$ cat src/design/vts_pkg.sv
// Shared constants for the version tag scanner.
package vts_pkg;

    localparam int CHAR_WIDTH          = 16;
    localparam int FIELD_WIDTH         = 16;
    localparam int SEGMENT_WIDTH_DFLT  = 16;
    localparam int COUNT_WIDTH         = 3;

    localparam logic [CHAR_WIDTH-1:0] CHAR_NUL     = 16'h0000;
    localparam logic [CHAR_WIDTH-1:0] CHAR_LOWER_V = 16'h0076;
    localparam logic [CHAR_WIDTH-1:0] CHAR_UPPER_V = 16'h0056;
    localparam logic [CHAR_WIDTH-1:0] CHAR_DOT     = 16'h002E;
    localparam logic [CHAR_WIDTH-1:0] CHAR_ZERO    = 16'h0030;
    localparam logic [CHAR_WIDTH-1:0] CHAR_NINE    = 16'h0039;

    localparam logic [COUNT_WIDTH-1:0] COUNT_MAX   = 3'd4;
    localparam logic [COUNT_WIDTH-1:0] COUNT_TWO   = 3'd2;
    localparam logic [COUNT_WIDTH-1:0] COUNT_THREE = 3'd3;

endpackage

$ cat src/design/version_tag_scanner_core.sv
// Version tag scanner: finds the first v<major>.<minor>[.<patch>] tag in a character stream.
//
//   channel | signals                                  | direction
//   --------+------------------------------------------+----------
//   in      | in_valid, in_ready, char_code, last_char | to block
//   out     | out_valid, out_ready, version_found,     | from block
//           | major, minor, patch                      |
//
// One character is taken every cycle while in_ready is high; the scan step is a single
// pass of compare, multiply-by-ten and saturate logic in front of the state register.
// A transfer with last_char set yields one result in the output register on the next cycle.
// in_ready drops only while a result waits in the output register and out_ready is low.
// Reset clears the scan state and empties the output register.
module version_tag_scanner_core
#(
    parameter int SEGMENT_WIDTH = vts_pkg::SEGMENT_WIDTH_DFLT
)
(
    input  logic                              clk,
    input  logic                              rst_n,
    input  logic                              in_valid,
    output logic                              in_ready,
    input  logic [vts_pkg::CHAR_WIDTH-1:0]    char_code,
    input  logic                              last_char,
    output logic                              out_valid,
    input  logic                              out_ready,
    output logic                              version_found,
    output logic [vts_pkg::FIELD_WIDTH-1:0]   major,
    output logic [vts_pkg::FIELD_WIDTH-1:0]   minor,
    output logic [vts_pkg::FIELD_WIDTH-1:0]   patch
);
    import vts_pkg::*;

    localparam int SW = SEGMENT_WIDTH;
    localparam logic [SW-1:0] SEG_MAX = '1;

    typedef enum logic [1:0] {
        PH_SEARCH,
        PH_NEED_DIGIT,
        PH_DIGITS
    } phase_t;

    typedef struct packed {
        phase_t                 phase;
        logic [COUNT_WIDTH-1:0] seg_cnt;
        logic [SW-1:0]          digit;
        logic [SW-1:0]          seg0;
        logic [SW-1:0]          seg1;
        logic [SW-1:0]          seg2;
        logic                   matched;
        logic                   ended;
    } scan_t;

    localparam scan_t SCAN_RESET = '{
        phase:   PH_SEARCH,
        seg_cnt: '0,
        digit:   '0,
        seg0:    '0,
        seg1:    '0,
        seg2:    '0,
        matched: 1'b0,
        ended:   1'b0
    };

    function automatic scan_t store_seg(scan_t s);
        scan_t r;
        r = s;
        if (s.seg_cnt == 3'd0)
        begin
            r.seg0 = s.digit;
        end
        else if (s.seg_cnt == 3'd1)
        begin
            r.seg1 = s.digit;
        end
        else if (s.seg_cnt == COUNT_TWO)
        begin
            r.seg2 = s.digit;
        end
        if (s.seg_cnt < COUNT_MAX)
        begin
            r.seg_cnt = s.seg_cnt + 3'd1;
        end
        r.digit = '0;
        return r;
    endfunction

    function automatic scan_t take_char(scan_t s, logic [CHAR_WIDTH-1:0] c);
        scan_t          r;
        logic           is_digit;
        logic           search;
        logic [SW-1:0]  dval;
        logic [SW+3:0]  ext;
        logic [SW+3:0]  prod;
        r        = s;
        search   = 1'b0;
        is_digit = (c >= CHAR_ZERO) && (c <= CHAR_NINE);
        dval     = {{(SW-4){1'b0}}, c[3:0]};
        ext      = {4'b0000, s.digit};
        prod     = (ext << 3) + (ext << 1) + {{SW{1'b0}}, c[3:0]};
        if (!(s.matched || s.ended))
        begin
            case (s.phase)
                PH_NEED_DIGIT:
                begin
                    if (is_digit)
                    begin
                        r.digit = dval;
                        r.phase = PH_DIGITS;
                    end
                    else
                    begin
                        r.phase = PH_SEARCH;
                        search  = 1'b1;
                    end
                end
                PH_DIGITS:
                begin
                    if (is_digit)
                    begin
                        r.digit = (prod > {4'b0000, SEG_MAX}) ? SEG_MAX : prod[SW-1:0];
                    end
                    else if (c == CHAR_DOT)
                    begin
                        r       = store_seg(s);
                        r.phase = PH_NEED_DIGIT;
                    end
                    else
                    begin
                        r       = store_seg(s);
                        r.phase = PH_SEARCH;
                        if (r.seg_cnt == COUNT_TWO || r.seg_cnt == COUNT_THREE)
                        begin
                            if (r.seg_cnt == COUNT_TWO)
                            begin
                                r.seg2 = '0;
                            end
                            r.matched = 1'b1;
                        end
                        else
                        begin
                            search = 1'b1;
                        end
                    end
                end
                default:
                begin
                    r.phase = PH_SEARCH;
                    search  = 1'b1;
                end
            endcase
            if (search)
            begin
                if (c == CHAR_NUL)
                begin
                    r.ended = 1'b1;
                end
                else if (c == CHAR_LOWER_V || c == CHAR_UPPER_V)
                begin
                    r.phase   = PH_NEED_DIGIT;
                    r.seg_cnt = '0;
                    r.digit   = '0;
                    r.seg0    = '0;
                    r.seg1    = '0;
                    r.seg2    = '0;
                end
            end
        end
        return r;
    endfunction

    scan_t                  state_reg;
    scan_t                  step_next;
    scan_t                  term_next;
    logic                   out_valid_reg;
    logic                   found_reg;
    logic [FIELD_WIDTH-1:0] major_reg;
    logic [FIELD_WIDTH-1:0] minor_reg;
    logic [FIELD_WIDTH-1:0] patch_reg;
    logic                   in_xfer;

    assign in_ready  = !out_valid_reg || out_ready;
    assign in_xfer   = in_valid && in_ready;
    assign step_next = take_char(state_reg, char_code);
    assign term_next = take_char(step_next, CHAR_NUL);

    always_ff @(posedge clk or negedge rst_n)
    begin
        if (!rst_n)
        begin
            state_reg     <= SCAN_RESET;
            out_valid_reg <= 1'b0;
            found_reg     <= 1'b0;
            major_reg     <= '0;
            minor_reg     <= '0;
            patch_reg     <= '0;
        end
        else
        begin
            if (in_xfer && last_char)
            begin
                state_reg     <= SCAN_RESET;
                out_valid_reg <= 1'b1;
                found_reg     <= term_next.matched;
                major_reg     <= term_next.matched ? FIELD_WIDTH'(term_next.seg0) : '0;
                minor_reg     <= term_next.matched ? FIELD_WIDTH'(term_next.seg1) : '0;
                patch_reg     <= term_next.matched ? FIELD_WIDTH'(term_next.seg2) : '0;
            end
            else
            begin
                if (in_xfer)
                begin
                    state_reg <= step_next;
                end
                if (out_ready)
                begin
                    out_valid_reg <= 1'b0;
                end
            end
        end
    end

    assign out_valid     = out_valid_reg;
    assign version_found = found_reg;
    assign major         = major_reg;
    assign minor         = minor_reg;
    assign patch         = patch_reg;

    a_last_gives_result: assert property (@(posedge clk) disable iff (!rst_n)
        in_xfer && last_char |=> out_valid_reg)
        else $error("last transfer did not load a result");

    a_last_restarts_scan: assert property (@(posedge clk) disable iff (!rst_n)
        in_xfer && last_char |=> state_reg.phase == PH_SEARCH && !state_reg.matched
                                 && !state_reg.ended && state_reg.seg_cnt == 3'd0)
        else $error("scan state not restarted after last transfer");

    a_no_tag_zero_fields: assert property (@(posedge clk) disable iff (!rst_n)
        out_valid_reg && !found_reg |-> major_reg == '0 && minor_reg == '0
                                        && patch_reg == '0)
        else $error("segments nonzero without a tag");

    a_count_bounded: assert property (@(posedge clk) disable iff (!rst_n)
        state_reg.seg_cnt <= COUNT_MAX)
        else $error("segment count past saturation");

endmodule
$ cat config.mk
export PLATFORM = sky130hd
export DESIGN_NAME = version_tag_scanner_core
export DESIGN_NICKNAME = d
export VERILOG_FILES = /design/src/design/vts_pkg.sv /design/src/design/version_tag_scanner_core.sv
export SDC_FILE = /design/constraint.sdc
export NUM_CORES = 1
export LEC_CHECK = 0
export ABC_AREA = 1
export BUFFER_PORTS_ARGS = -buffer_cell sky130_fd_sc_hd__buf_4
export CORE_ASPECT_RATIO = 1.1
export CORE_UTILIZATION = 29
export DETAILED_ROUTE_END_ITERATION = 8
export PLACE_DENSITY_LB_ADDON = 0.08
export SLEW_MARGIN = 20
export SYNTH_ARGS = -nofsm -noshare
export SYNTH_HDL_FRONTEND = slang
export SYNTH_SLANG_ARGS = --single-unit
$ cat constraint.sdc
create_clock -name clk -period 4.3 [get_ports clk]
set_input_delay 0.215 -clock clk [delete_from_list [all_inputs] [get_ports clk]]
set_output_delay 0.215 -clock clk [all_outputs]
set_load 0.01 [all_outputs]
==> flow_results.org, run 1 <==
** Synthesis
- The synthesized design spends more area on one cell type than any other, namely sky130_fd_sc_hd__dfrtp_1.
- The synthesized design contains 0 enable-type register cells.
- The synthesized netlist contains 39 unique library cells.
- Most used DFF post-synth :: sky130_fd_sc_hd__dfrtp_1
- Ranking of synthesized cells by instance count :: sky130_fd_sc_hd__nand2_1 (422), sky130_fd_sc_hd__inv_1 (141), sky130_fd_sc_hd__dfrtp_1 (121)
- Mapped Cells :: 1219
- Synth warn :: 0
- Share of the yosys chip area belonging to registers :: 36.1%
- Synth area leaders :: sky130_fd_sc_hd__dfrtp_1 (36%), sky130_fd_sc_hd__nand2_1 (19%), sky130_fd_sc_hd__inv_1 (6.3%)
- Most common cell in the netlist :: sky130_fd_sc_hd__nand2_1
- Counting flops with an async set or reset pin after synthesis yields a share of 100%.
- Syn avg cell area :: 6.88 sq um
- Summing every instance area after synthesis gives 8390 sq um.
- Share of Yosys cell area claimed by the top area cell type :: 36.1%
- Number of flip-flops and latches in the synthesized netlist :: 121
- Syn_nets :: 1283

** Clock network
- TritonCTS built the clock tree.
- Clock-pin slew was measured on the worst setup and hold paths at 0.06 ns.
- In this run the number of H-tree levels came out at 4.
- Bufs on Longest Clock Path :: 2
- Total clock sinks :: 121
- CTS root buf :: sky130_fd_sc_hd__clkbuf_16
- Number of instances resized during post-cts repair :: 0
- Clock tree synthesis inserted a total of 17 buffers.
- Number of setup buffers added after CTS :: 0
- Clock insertion delay at the later pin of the skew report :: 0.43 ns
- The number of hold buffers added after CTS was 1.

** Placed design
- At the end of routability-driven placement, the weighted congestion stood at 0.783.
- IO buf count :: 71
- The wire-length estimate of the detail-placed layout is 21000 um.
- Total cell area at the placement stage :: 9300 sq um

** Drt
- Met3 wire length :: 671 um
- DRC violation total after the first TritonRoute iteration :: 465
- Routed met2 length :: 14800 um
- After detailed routing, the number of remaining DRC violations is 0.
- The detailed router used layers up to and including met4.
- Detailed-route wire length per cell :: 18.3 um
- First-pass detailed-route iteration total :: 5
- Number of antenna-violating nets in the routed design :: 0
- Total detailed-routing wirelength :: 30200 um
- Ratio of routed vias to standard cells :: 4.99
- Via count :: 8206
- For this block, wires on met1 add up to 13700 um.

** Finish
- Post-layout nets :: 1335
- 0 antenna diodes ended up in the layout.
- Compared with the post-synthesis result, the final layout area differs by 17.8%.
- Max FFs per register :: 71
- Number of fill cells :: 3047
- Of the cells placed in the final design, the portion with a size suffix greater than 1 is 11.8%.
- Final design instance area without fill :: 9890 sq um

** Global route
- Global-route wire length before repair :: 47600 um
- Initial antenna violation count :: 0
- Vias in the first global route :: 8261
- Global routing used 21.4% of the available tracks across all layers.
- Sum of overflow across all layers after global routing :: 0
- Entering global routing, the biggest net connects 95 pins.

** Floorplan
- In this run the count of I/O pins placed on the die edge is 72.
- After floorplanning, the core was sized to cover 28100 sq um.
- The floorplan step defined a die boundary enclosing 29600 sq um.
- From bottom edge to top edge, the die measures 180 um.
- Starting density of the core :: 29.9%
- After floorplanning, the core was divided into 64 placement rows.
- Die boundary width :: 164 um

** Setup path
- Buffering stage count on the worst path with inverters included :: 0
- The largest individual stage delay along the critical path comes from the cell sky130_fd_sc_hd__fa_1.
- By startpoint and endpoint, the worst setup path is classified as register to register.
- Cell chain of the critical path :: fa_1, fa_1, nand2_1, nand2_1, nand3_1, nand2_1, nand2_1, nand2_1, nand2_1, nand2_1, nor2_1, nand2_1, o21ai_0, nand2_1, nand2_1, nand2_1, nand3_1, nand2_1
- Setup crit end kind :: register
- Critical path required time :: 4.61 ns
- For this run, the slowest stage of the critical path takes 0.52 ns.
- Kind of start point of the critical path :: register
- In this design, the critical path's most frequently occurring cell is sky130_fd_sc_hd__nand2_1.
- Kind of cell with the highest combined delay on the critical path :: simple AND/OR/NAND/NOR gates
- STA puts the critical path data arrival time at 4.09 ns.
- Largest fanout on the critical path :: 11

** Power
- IR analysis of the VDD net gives a maximum drop of 0.259 mV.
- Static leakage :: 5.21 nW
- Power per unit of standard cell area :: 271 nW/um^2

** STA
- For the final routed database, the setup TNS stands at 0 ns.
- Worst slew slack as a fraction of its limit :: 44.5%
- Setup repair after global routing left no endpoint under its margin.
- Of the available clock period, the critical path in the final layout requires 87.9%.
- The final-report hold violation count was 0.
- The final max-slew violation count came to 0.
- For this run, the top clock speed supported by timing is 0.264 GHz.
- Total of endpoints with negative setup slack in the final report :: 0
- Period minus WS final :: 3.78 ns
- Across the routed clock network, the largest skew measured is 0.0103 ns.
- Measured slew at the worst slew-check pin :: 0.831 ns

** Run
- Max-cap violations in this run came to 0.

** Run status
- Result of the run :: finished, final reports clean

** Min path
- Worst hold-check path type :: primary input to register
-- final cells by class --
type,instances,area [sq um],share of cell area (%)
Multi-Input combinational cell,890,4550,46.0
Clock inverter,14,148,1.49
Clock buffer,17,425,4.30
Sequential cell,121,3030,30.6
Tap cell,363,454,4.59
Inverter,151,567,5.73
Timing Repair Buffer,90,716,7.24
-- per-layer routing --
| metal | GRT usage [%] | vias up |
|---|---|---|
| li1 | - | 4075 |
| met1 | 27.2 | 3937 |
| met2 | 36.4 | 143 |
| met3 | 2.60 | 51 |
| met4 | 8.52 | 0 |
| met5 | 0 | - |
-- logic make-up after synthesis --
family                     count (synthesis)  share of synthesized area [%]
adders and majority gates                 43                           6.59
DFF                                      121                           36.1
xor gates and xnor gates                  12                           1.25
buffers and inverters                    208                           9.83
and+or+nand+nor                          590                           29.5
AOI/OAI and AO/OA                        245                           16.8
-- worst register-to-register path, delay by kind of cell (launching register included) --
family,cells,cell delay [ns]
simple gates,15,1.85
fa+ha+maj,2,1.01
flops,1,0.51
compound gates,1,0.29
-- worst paths after layout --
check | start | endpoint | slack [ns] | cells after the start
min in group asynchronous | rst_n | state_reg[4] | 0.27 | 2
max | state_reg[52] | patch[9] | 0.52 | 18
max in group asynchronous | rst_n | patch[12] | 3.14 | 3
min reg2reg | patch[3] | patch[3] | 0.48 | 2
min | out_ready | out_valid | 0.07 | 4
max reg2reg | state_reg[52] | patch[9] | 0.52 | 18
-- cell usage in the layout (no fill, tap or decap), types with 33 or more instances in the layout --
| cell type | instances |
|---|---|
| sky130_fd_sc_hd__nand2_1 | 421 |
| sky130_fd_sc_hd__inv_1 | 140 |
| sky130_fd_sc_hd__dfrtp_1 | 121 |
| sky130_fd_sc_hd__o21ai_0 | 103 |
| sky130_fd_sc_hd__buf_4 | 86 |
| sky130_fd_sc_hd__nand3_1 | 81 |
| sky130_fd_sc_hd__nor2_1 | 54 |
| sky130_fd_sc_hd__a21oi_1 | 52 |
| sky130_fd_sc_hd__o22ai_1 | 49 |
| sky130_fd_sc_hd__ha_1 | 41 |
| sky130_fd_sc_hd__a22oi_1 | 33 |
-- through the flow --
stage	cells	power, W	utilization (%)	worst slack, ns	hold slack, ns
floorplan	1219	0.00121	-	1.21	-0.0806
global placement	1614	0.00128	33.1	0.542	0.185
detailed placement	1614	0.00128	33.1	0.502	0.189
CTS	1646	0.00271	35.2	0.506	0.0643
global route	1646	0.00276	35.2	0.197	0.0772
finish	1646	0.00268	35.2	0.519	0.0711
-- power breakdown --
part           internal [W]  switching (W)  total (W)  leakage, nW
Sequential          0.00114    0.000000612    0.00114         1.69
Combinational     0.0000315      0.0000889   0.000120         3.26
Clock              0.000851       0.000572    0.00142        0.268
Note: power is estimated with default switching activity, not from simulation.
==> run 2, diff against run 1 <==
--- a/config.mk
+++ b/config.mk
@@ -8,7 +8,7 @@
 export ABC_AREA = 1
 export BUFFER_PORTS_ARGS = -buffer_cell sky130_fd_sc_hd__buf_4
 export CORE_ASPECT_RATIO = 1.1
-export CORE_UTILIZATION = 29
+export CORE_UTILIZATION = 61
 export DETAILED_ROUTE_END_ITERATION = 8
 export PLACE_DENSITY_LB_ADDON = 0.08
 export SLEW_MARGIN = 20
==> flow_results.org, run 2 (same netlist as run 1, synthesis figures left out) <==
** Drt
- Using the TritonRoute via totals, the vias-per-cell ratio works out to 5.91.
- The detail route stage leaves a number of antenna-violating nets equal to 0.
- In the routed design, unresolved DRC markers number 0.
- The pre-antenna-repair detailed-routing pass consisted of 6 iterations.
- DRC violation total after the first TritonRoute iteration :: 1042
- Total detailed-routing wirelength :: 26000 um
- Via count :: 8675
- Dividing the detail-routed wire length by the instance count gives 17.7 um.

** STA
- Setup repair after global routing left no endpoint under its margin.
- The final critical path takes up 89.5% of the cycle.
- PnR worst setup slack :: 0.450 ns
- Clock Skew :: 0.00599 ns
- Setup violations remaining at the end of the flow were counted as 0.
- Headroom to the max-slew limit came out at 32.4%.
- Based on the critical path, the design can be clocked at up to 0.260 GHz.
- Period minus WS final :: 3.85 ns
- Aggregate negative setup slack :: 0 ns
- The final max-slew violation count came to 0.
- Measured slew at the worst slew-check pin :: 1.01 ns
- The final-report hold violation count came to 0.

** Finish
- Most frequent cells in the layout :: sky130_fd_sc_hd__nand2_1 (422), sky130_fd_sc_hd__inv_1 (140), sky130_fd_sc_hd__dfrtp_1 (121)
- Fraction of final layout cells sized beyond drive strength 1 :: 11.5%
- Post-layout nets :: 1334
- Antenna diode instance count :: 0
- Area growth from synthesis to layout :: 14.7%
- The library cell used most frequently in the layout, excluding fill and tap cells, is sky130_fd_sc_hd__nand2_1.
- Max FFs per register :: 71

** Clock network
- H-tree levels :: 4
- The tree is rooted in a sky130_fd_sc_hd__clkbuf_16.
- For this design, the sink count on the clock tree is 121.
- Clock tree from TritonCTS :: built
- The number of setup buffers added after CTS is 0.
- The clock passes through at most 2 buffers.
- Total clock buffers created by CTS :: 17
- After clock tree synthesis, the clock-pin slew on the worst setup and hold paths is 0.06 ns.
- The later pin in the worst-skew pair is clocked with a latency of 0.42 ns.

** Floorplan
- After floorplanning, the core was divided into 44 placement rows.
- Die extent in y :: 125 um
- Core Footprint :: 13300 sq um
- Starting density of the core :: 63.0%
- The floorplan step defined a die boundary enclosing 14200 sq um.
- From left edge to right edge, the die measures 114 um.
- 72 I/O pins were placed.

** Placed design
- After legalization and detailed placement, the total HPWL measured 17700 um.
- Port buffering added 71 buffers.
- Prior to clock tree synthesis, the placed netlist has a worst setup slack of 0.530 ns.
- Gpl congestion :: 0.881

** Run status
- Result of the run :: finished, final reports clean

** Setup path
- Setup slack on the worst reg-to-reg path comes out at 0.45 ns.
- Type of the setup path with the least slack :: register to register
- The worst setup path is launched from a register.
- For the worst setup path, the data required time is 4.61 ns.
- Arrival time at the worst endpoint :: 4.16 ns
- Setup crit end kind :: register
- In this run the worst path has a maximum fanout of 11.

** Power
- Static leakage :: 5.21 nW
- In this run the power density over the cells is 274 nW/um^2.
- Across the VDD grid, the largest voltage drop is 0.369 mV.

** Global route
- Aggregate global-route resource usage :: 38.3%
- Sum of overflow across all layers after global routing :: 0
- The initial antenna violation count is 0.
- Vias in the first global route :: 8138
- Entering global routing, the biggest net connects 66 pins.
- Global-route wire length before repair :: 42100 um

** Min path
- Worst hold-check path type :: primary input to register

** Run
- Across the run, the number of max-cap violations was 0.
run 2: cell types whose count changed in the layout (fill, tap and decap cells not counted):
cell,previous run,this run
sky130_fd_sc_hd__buf_12,3,2
sky130_fd_sc_hd__inv_2,7,6
sky130_fd_sc_hd__nand2_2,4,3
sky130_fd_sc_hd__clkinvlp_4,5,1
sky130_fd_sc_hd__nand2_1,421,422
sky130_fd_sc_hd__inv_6,3,1
sky130_fd_sc_hd__clkinv_1,4,5
sky130_fd_sc_hd__clkinv_4,1,2
sky130_fd_sc_hd__clkinv_2,3,7
sky130_fd_sc_hd__clkbuf_1,0,2
run 2: cell type report:
cell class / instances / area [sq um]
clock buffers: 19 / 433
clock inverters: 13 / 129
fillers: 1150 / 3690
inverters: 151 / 567
multi-input cells: 890 / 4550
flip-flops and latches: 121 / 3030
well taps: 184 / 230
repair buffers: 89 / 696
run 2: worst paths after layout:
| kind | startpoint | to | cells past startpoint |
|---|---|---|---|
| min | out_ready | out_valid | 4 |
| min reg2reg | version_found | version_found | 1 |
| min in group asynchronous | rst_n | state_reg[4] | 2 |
| max in group asynchronous | rst_n | minor[15] | 3 |
| max | state_reg[50] | patch[8] | 18 |
| max reg2reg | state_reg[50] | patch[8] | 18 |
run 2: worst max-delay path, stage by stage (launching register included):
cell,delay [ns]
sky130_fd_sc_hd__dfrtp_1,0.46
sky130_fd_sc_hd__fa_1,0.54
sky130_fd_sc_hd__fa_1,0.48
sky130_fd_sc_hd__nand2_1,0.09
sky130_fd_sc_hd__nand2_1,0.09
sky130_fd_sc_hd__nand3_1,0.09
sky130_fd_sc_hd__nand2_1,0.12
sky130_fd_sc_hd__nand2_1,0.10
sky130_fd_sc_hd__nand2_1,0.06
sky130_fd_sc_hd__nand2_1,0.06
sky130_fd_sc_hd__nand2_1,0.05
sky130_fd_sc_hd__nor2_1,0.37
sky130_fd_sc_hd__nand2_1,0.30
sky130_fd_sc_hd__o21ai_0,0.34
sky130_fd_sc_hd__nand2_1,0.08
sky130_fd_sc_hd__nand2_1,0.21
sky130_fd_sc_hd__nand2_1,0.10
sky130_fd_sc_hd__nand3_1,0.14
sky130_fd_sc_hd__nand2_1,0.07
run 2: where the power goes:
group / internal, W / switching (W)
clock: 0.000847 / 0.000541
combinational: 0.0000288 / 0.0000837
sequential: 0.00114 / 0.000000633
total: 0.00202 / 0.000625
run 2: repair_timing:
action                                 4_1_cts  5_1_grt
gates resized for setup                      0        0
endpoints found under the hold margin       49        0
hold buffers                                 1        0
run 2: metal layers:
metal | vias to the layer above | wire length [um] | GRT usage, %
li1 | 4069 | - | -
met1 | 4048 | 10200 | 52.0
met2 | 493 | 12600 | 61.2
met3 | 65 | 2430 | 5.67
met4 | 0 | 770 | 16.2
met5 | - | 0 | 0
run 2: metrics by stage:
step,utilization (%),cells,total power (W),hold slack [ns],cell area [sq um]
2_1_floorplan,-,1219,0.00121,-0.0806,8390
5_1_grt,72.3,1467,0.00269,0.116,9630
4_1_cts,72.3,1467,0.00264,0.0988,9630
3_5_place_dp,68.0,1434,0.00127,0.284,9060
3_3_place_gp,68.0,1434,0.00127,0.285,9060
6_report,72.3,1467,0.00264,0.103,9630
==> run 3, diff against run 2 <==
--- a/config.mk
+++ b/config.mk
@@ -7,7 +7,6 @@
 export LEC_CHECK = 0
 export ABC_AREA = 1
 export BUFFER_PORTS_ARGS = -buffer_cell sky130_fd_sc_hd__buf_4
-export CORE_ASPECT_RATIO = 1.1
 export CORE_UTILIZATION = 61
 export DETAILED_ROUTE_END_ITERATION = 8
 export PLACE_DENSITY_LB_ADDON = 0.08
==> flow_results.org, run 3 (same netlist as run 1, synthesis figures left out) <==
** Global route
- Aggregate global-route resource usage :: 37.6%
- Initial antenna violation count :: 0
- The total overflow left after global routing is 0.
- Vias in the first global route :: 8153
- Global-route wire length before repair :: 41900 um
- Largest net degree at the start of global routing :: 51

** Floorplan
- For this configuration, the core starts out at a cell density of 62.9%.
- Core Footprint :: 13300 sq um
- The floorplan has 42 rows.
- The floorplan step defined a die boundary enclosing 14200 sq um.
- Top Ports :: 72
- Die boundary width :: 119 um
- From bottom edge to top edge, the die measures 119 um.

** Power
- The worst-case IR drop observed on VDD is 0.274 mV.
- For this design the static power due to leakage is 5.19 nW.
- For this design the total switching power over the nets is 0.000606 W.
- Internal power comes to 0.00198 W.
- Fraction of power consumed by the clock network :: 51.5%
- Of the total power, registers draw 44.2%.
- Portion of total power attributed to combinational logic :: 4.3%
- Of the total power, the share spent switching nets is 23.5%.
- Power spread over the standard cell area amounts to 269 nW/um^2.

** Drt
- In the final routed layout, each cell accounts on average for 17.3 um.
- Ratio of routed vias to standard cells :: 5.85
- For this run, design rule violations remaining after detail routing come to 0.
- Number of antenna-violating nets in the routed design :: 0
- The first detailed-routing pass ran for 6 iterations.
- Total detailed-routing wirelength :: 25300 um
- Summing over every cut layer, the via total after detailed routing is 8534.
- DRC violation total after the first TritonRoute iteration :: 907

** STA
- PnR worst setup slack :: 0.510 ns
- Final hold violation count :: 0
- Headroom to the max-slew limit came out at 37.8%.
- Setup violations remaining at the end of the flow were counted as 0.
- Aggregate negative setup slack :: 0 ns
- Final worst-path cycle share :: 88.1%
- Achievable Freq :: 0.264 GHz
- The smallest clock period supported by the final layout is computed as 3.79 ns.
- Setup repair after global routing left no endpoint under its margin.
- Slew Viols, Final :: 0
- For the pin with the worst max-slew slack, the measured transition is 0.930 ns.
- Clock Skew :: 0.00776 ns

** Finish
- Of the cells placed in the final design, the portion with a size suffix greater than 1 is 11.4%.
- Most frequent cells in the layout :: sky130_fd_sc_hd__nand2_1 (422), sky130_fd_sc_hd__inv_1 (140), sky130_fd_sc_hd__dfrtp_1 (121)
- The library cell used most frequently in the layout, excluding fill and tap cells, is sky130_fd_sc_hd__nand2_1.
- Post-layout nets :: 1334
- Antenna diode instance count :: 0
- Max FFs per register :: 71
- Area growth from synthesis to layout :: 14.3%

** Setup path
- The worst register-to-register path has a setup slack of 0.51 ns.
- Arrival time at the worst endpoint :: 4.09 ns
- In this design, the stage delay of the slowest critical-path cell is 0.51 ns.
- In this design, the largest share of critical-path delay is due to simple AND/OR/NAND/NOR gates.
- Worst-path cell with the longest stage delay :: sky130_fd_sc_hd__fa_1
- The critical path contains buffers and inverters numbering 0 combined.
- The worst setup path is of the register to register kind.
- The worst setup path is launched from a register.
- Along the worst path, the maximum fanout reaches 11.
- Traced cell by cell, the critical path runs through fa_1, fa_1, nand2_1, nand2_1, nand3_1, nand2_1, nand2_1, nand2_1, nand2_1, nand2_1, nor2_1, nand2_1, o21ai_0, nand2_1, nand2_1, nand2_1, nand3_1, nand2_1.
- The worst setup path is captured at a register.
- By instance count, the cell type seen most on the critical path is sky130_fd_sc_hd__nand2_1.
- Depth of the critical timing path with buffers and inverters included :: 18
- Length in cells of the worst reg-to-reg path :: 18
- Critical path required time :: 4.60 ns

** Clock network
- For this design, the sink count on the clock tree is 121.
- The later pin in the worst-skew pair is clocked with a latency of 0.42 ns.
- CTS root buf :: sky130_fd_sc_hd__clkbuf_16
- The clock tree synthesis step divided the H-tree into 4 levels.
- Clock tree from TritonCTS :: built
- TritonCTS created 17 clock buffers.
- CTS clk-pin slew, worst paths :: 0.05 ns
- The clock passes through at most 2 buffers.
- Number of setup buffers added after CTS :: 0

** Run status
- Result of the run :: finished, final reports clean

** Placed design
- Prior to clock tree synthesis, the placed netlist has a worst setup slack of 0.665 ns.
- Gpl congestion :: 0.946
- The count of buffers added on input and output ports is 71.
- Once detailed placement completed, the half-perimeter wirelength came to 17300 um.

** Min path
- Worst hold-check path type :: primary input to register
- Counting instances, the worst hold path has a depth of 4.

** Run
- The tool flagged a number of max-cap violations equal to 0.
run 3: changes by cell type in the layout (fill, tap and decap cells not counted), sizes merged:
cell      before  now
clkbuf        19   21
bufinv         2    1
clkinvlp       1    3
clkinv        14   11
run 3: final timing paths:
check / to / start
worst max register to register: major[4] / state_reg[52]
worst min register to register: minor[2] / minor[2]
max in group asynchronous: state_reg[35] / rst_n
worst max-delay path: major[4] / state_reg[52]
min in group asynchronous: state_reg[34] / rst_n
worst min-delay path: out_valid / out_ready
run 3: metal layers:
| layer | wire (um) | track usage, % |
|---|---|---|
| met5 | 0 | 0 |
| met4 | 807 | 16.6 |
| met3 | 2260 | 6.56 |
| met2 | 11700 | 59.2 |
| met1 | 10500 | 50.9 |
run 3: timing repair:
item,4_1_cts,5_1_grt
gates resized for setup,0,0
hold buffers,1,0
hold endpoints to repair,39,0
endpoints found under the setup margin,0,0
run 3: area by class of cell:
type	count	area [sq um]
clock buffers	21	450
clock inverters	11	98.8
fillers	1140	3750
inverters	151	567
multi-input cells	890	4550
flip-flops and latches	121	3030
well taps	176	220
repair buffers	89	683
run 3: through the flow:
step / power (W) / hold WS (ns) / utilization (%) / instances / area (sq um)
floorplan: 0.00121 / -0.0806 / - / 1219 / 8390
global placement: 0.00127 / 0.226 / 67.7 / 1426 / 9030
detailed placement: 0.00127 / 0.226 / 67.7 / 1426 / 9030
CTS: 0.00259 / 0.0899 / 71.9 / 1459 / 9590
global route: 0.00265 / 0.126 / 71.9 / 1459 / 9590
finish: 0.00258 / 0.0932 / 71.9 / 1459 / 9590
run 3: power by group through the flow:
| stage | Combinational (W) | Sequential (W) | Clock (W) |
|---|---|---|---|
| 2_1_floorplan | 0.0000458 | 0.00116 | 0 |
| 3_3_place_gp | 0.000110 | 0.00116 | 0 |
| 3_5_place_dp | 0.000111 | 0.00116 | 0 |
| 4_1_cts | 0.000111 | 0.00114 | 0.00134 |
| 5_1_grt | 0.000123 | 0.00114 | 0.00138 |
| 6_report | 0.000112 | 0.00114 | 0.00133 |
run 3: worst min-delay path, delay by kind of cell:
| family | cells | cell delay, ns |
|---|---|---|
| and+or+nand+nor | 2 | 0.15 |
| buffers and inverters | 2 | 0.11 |
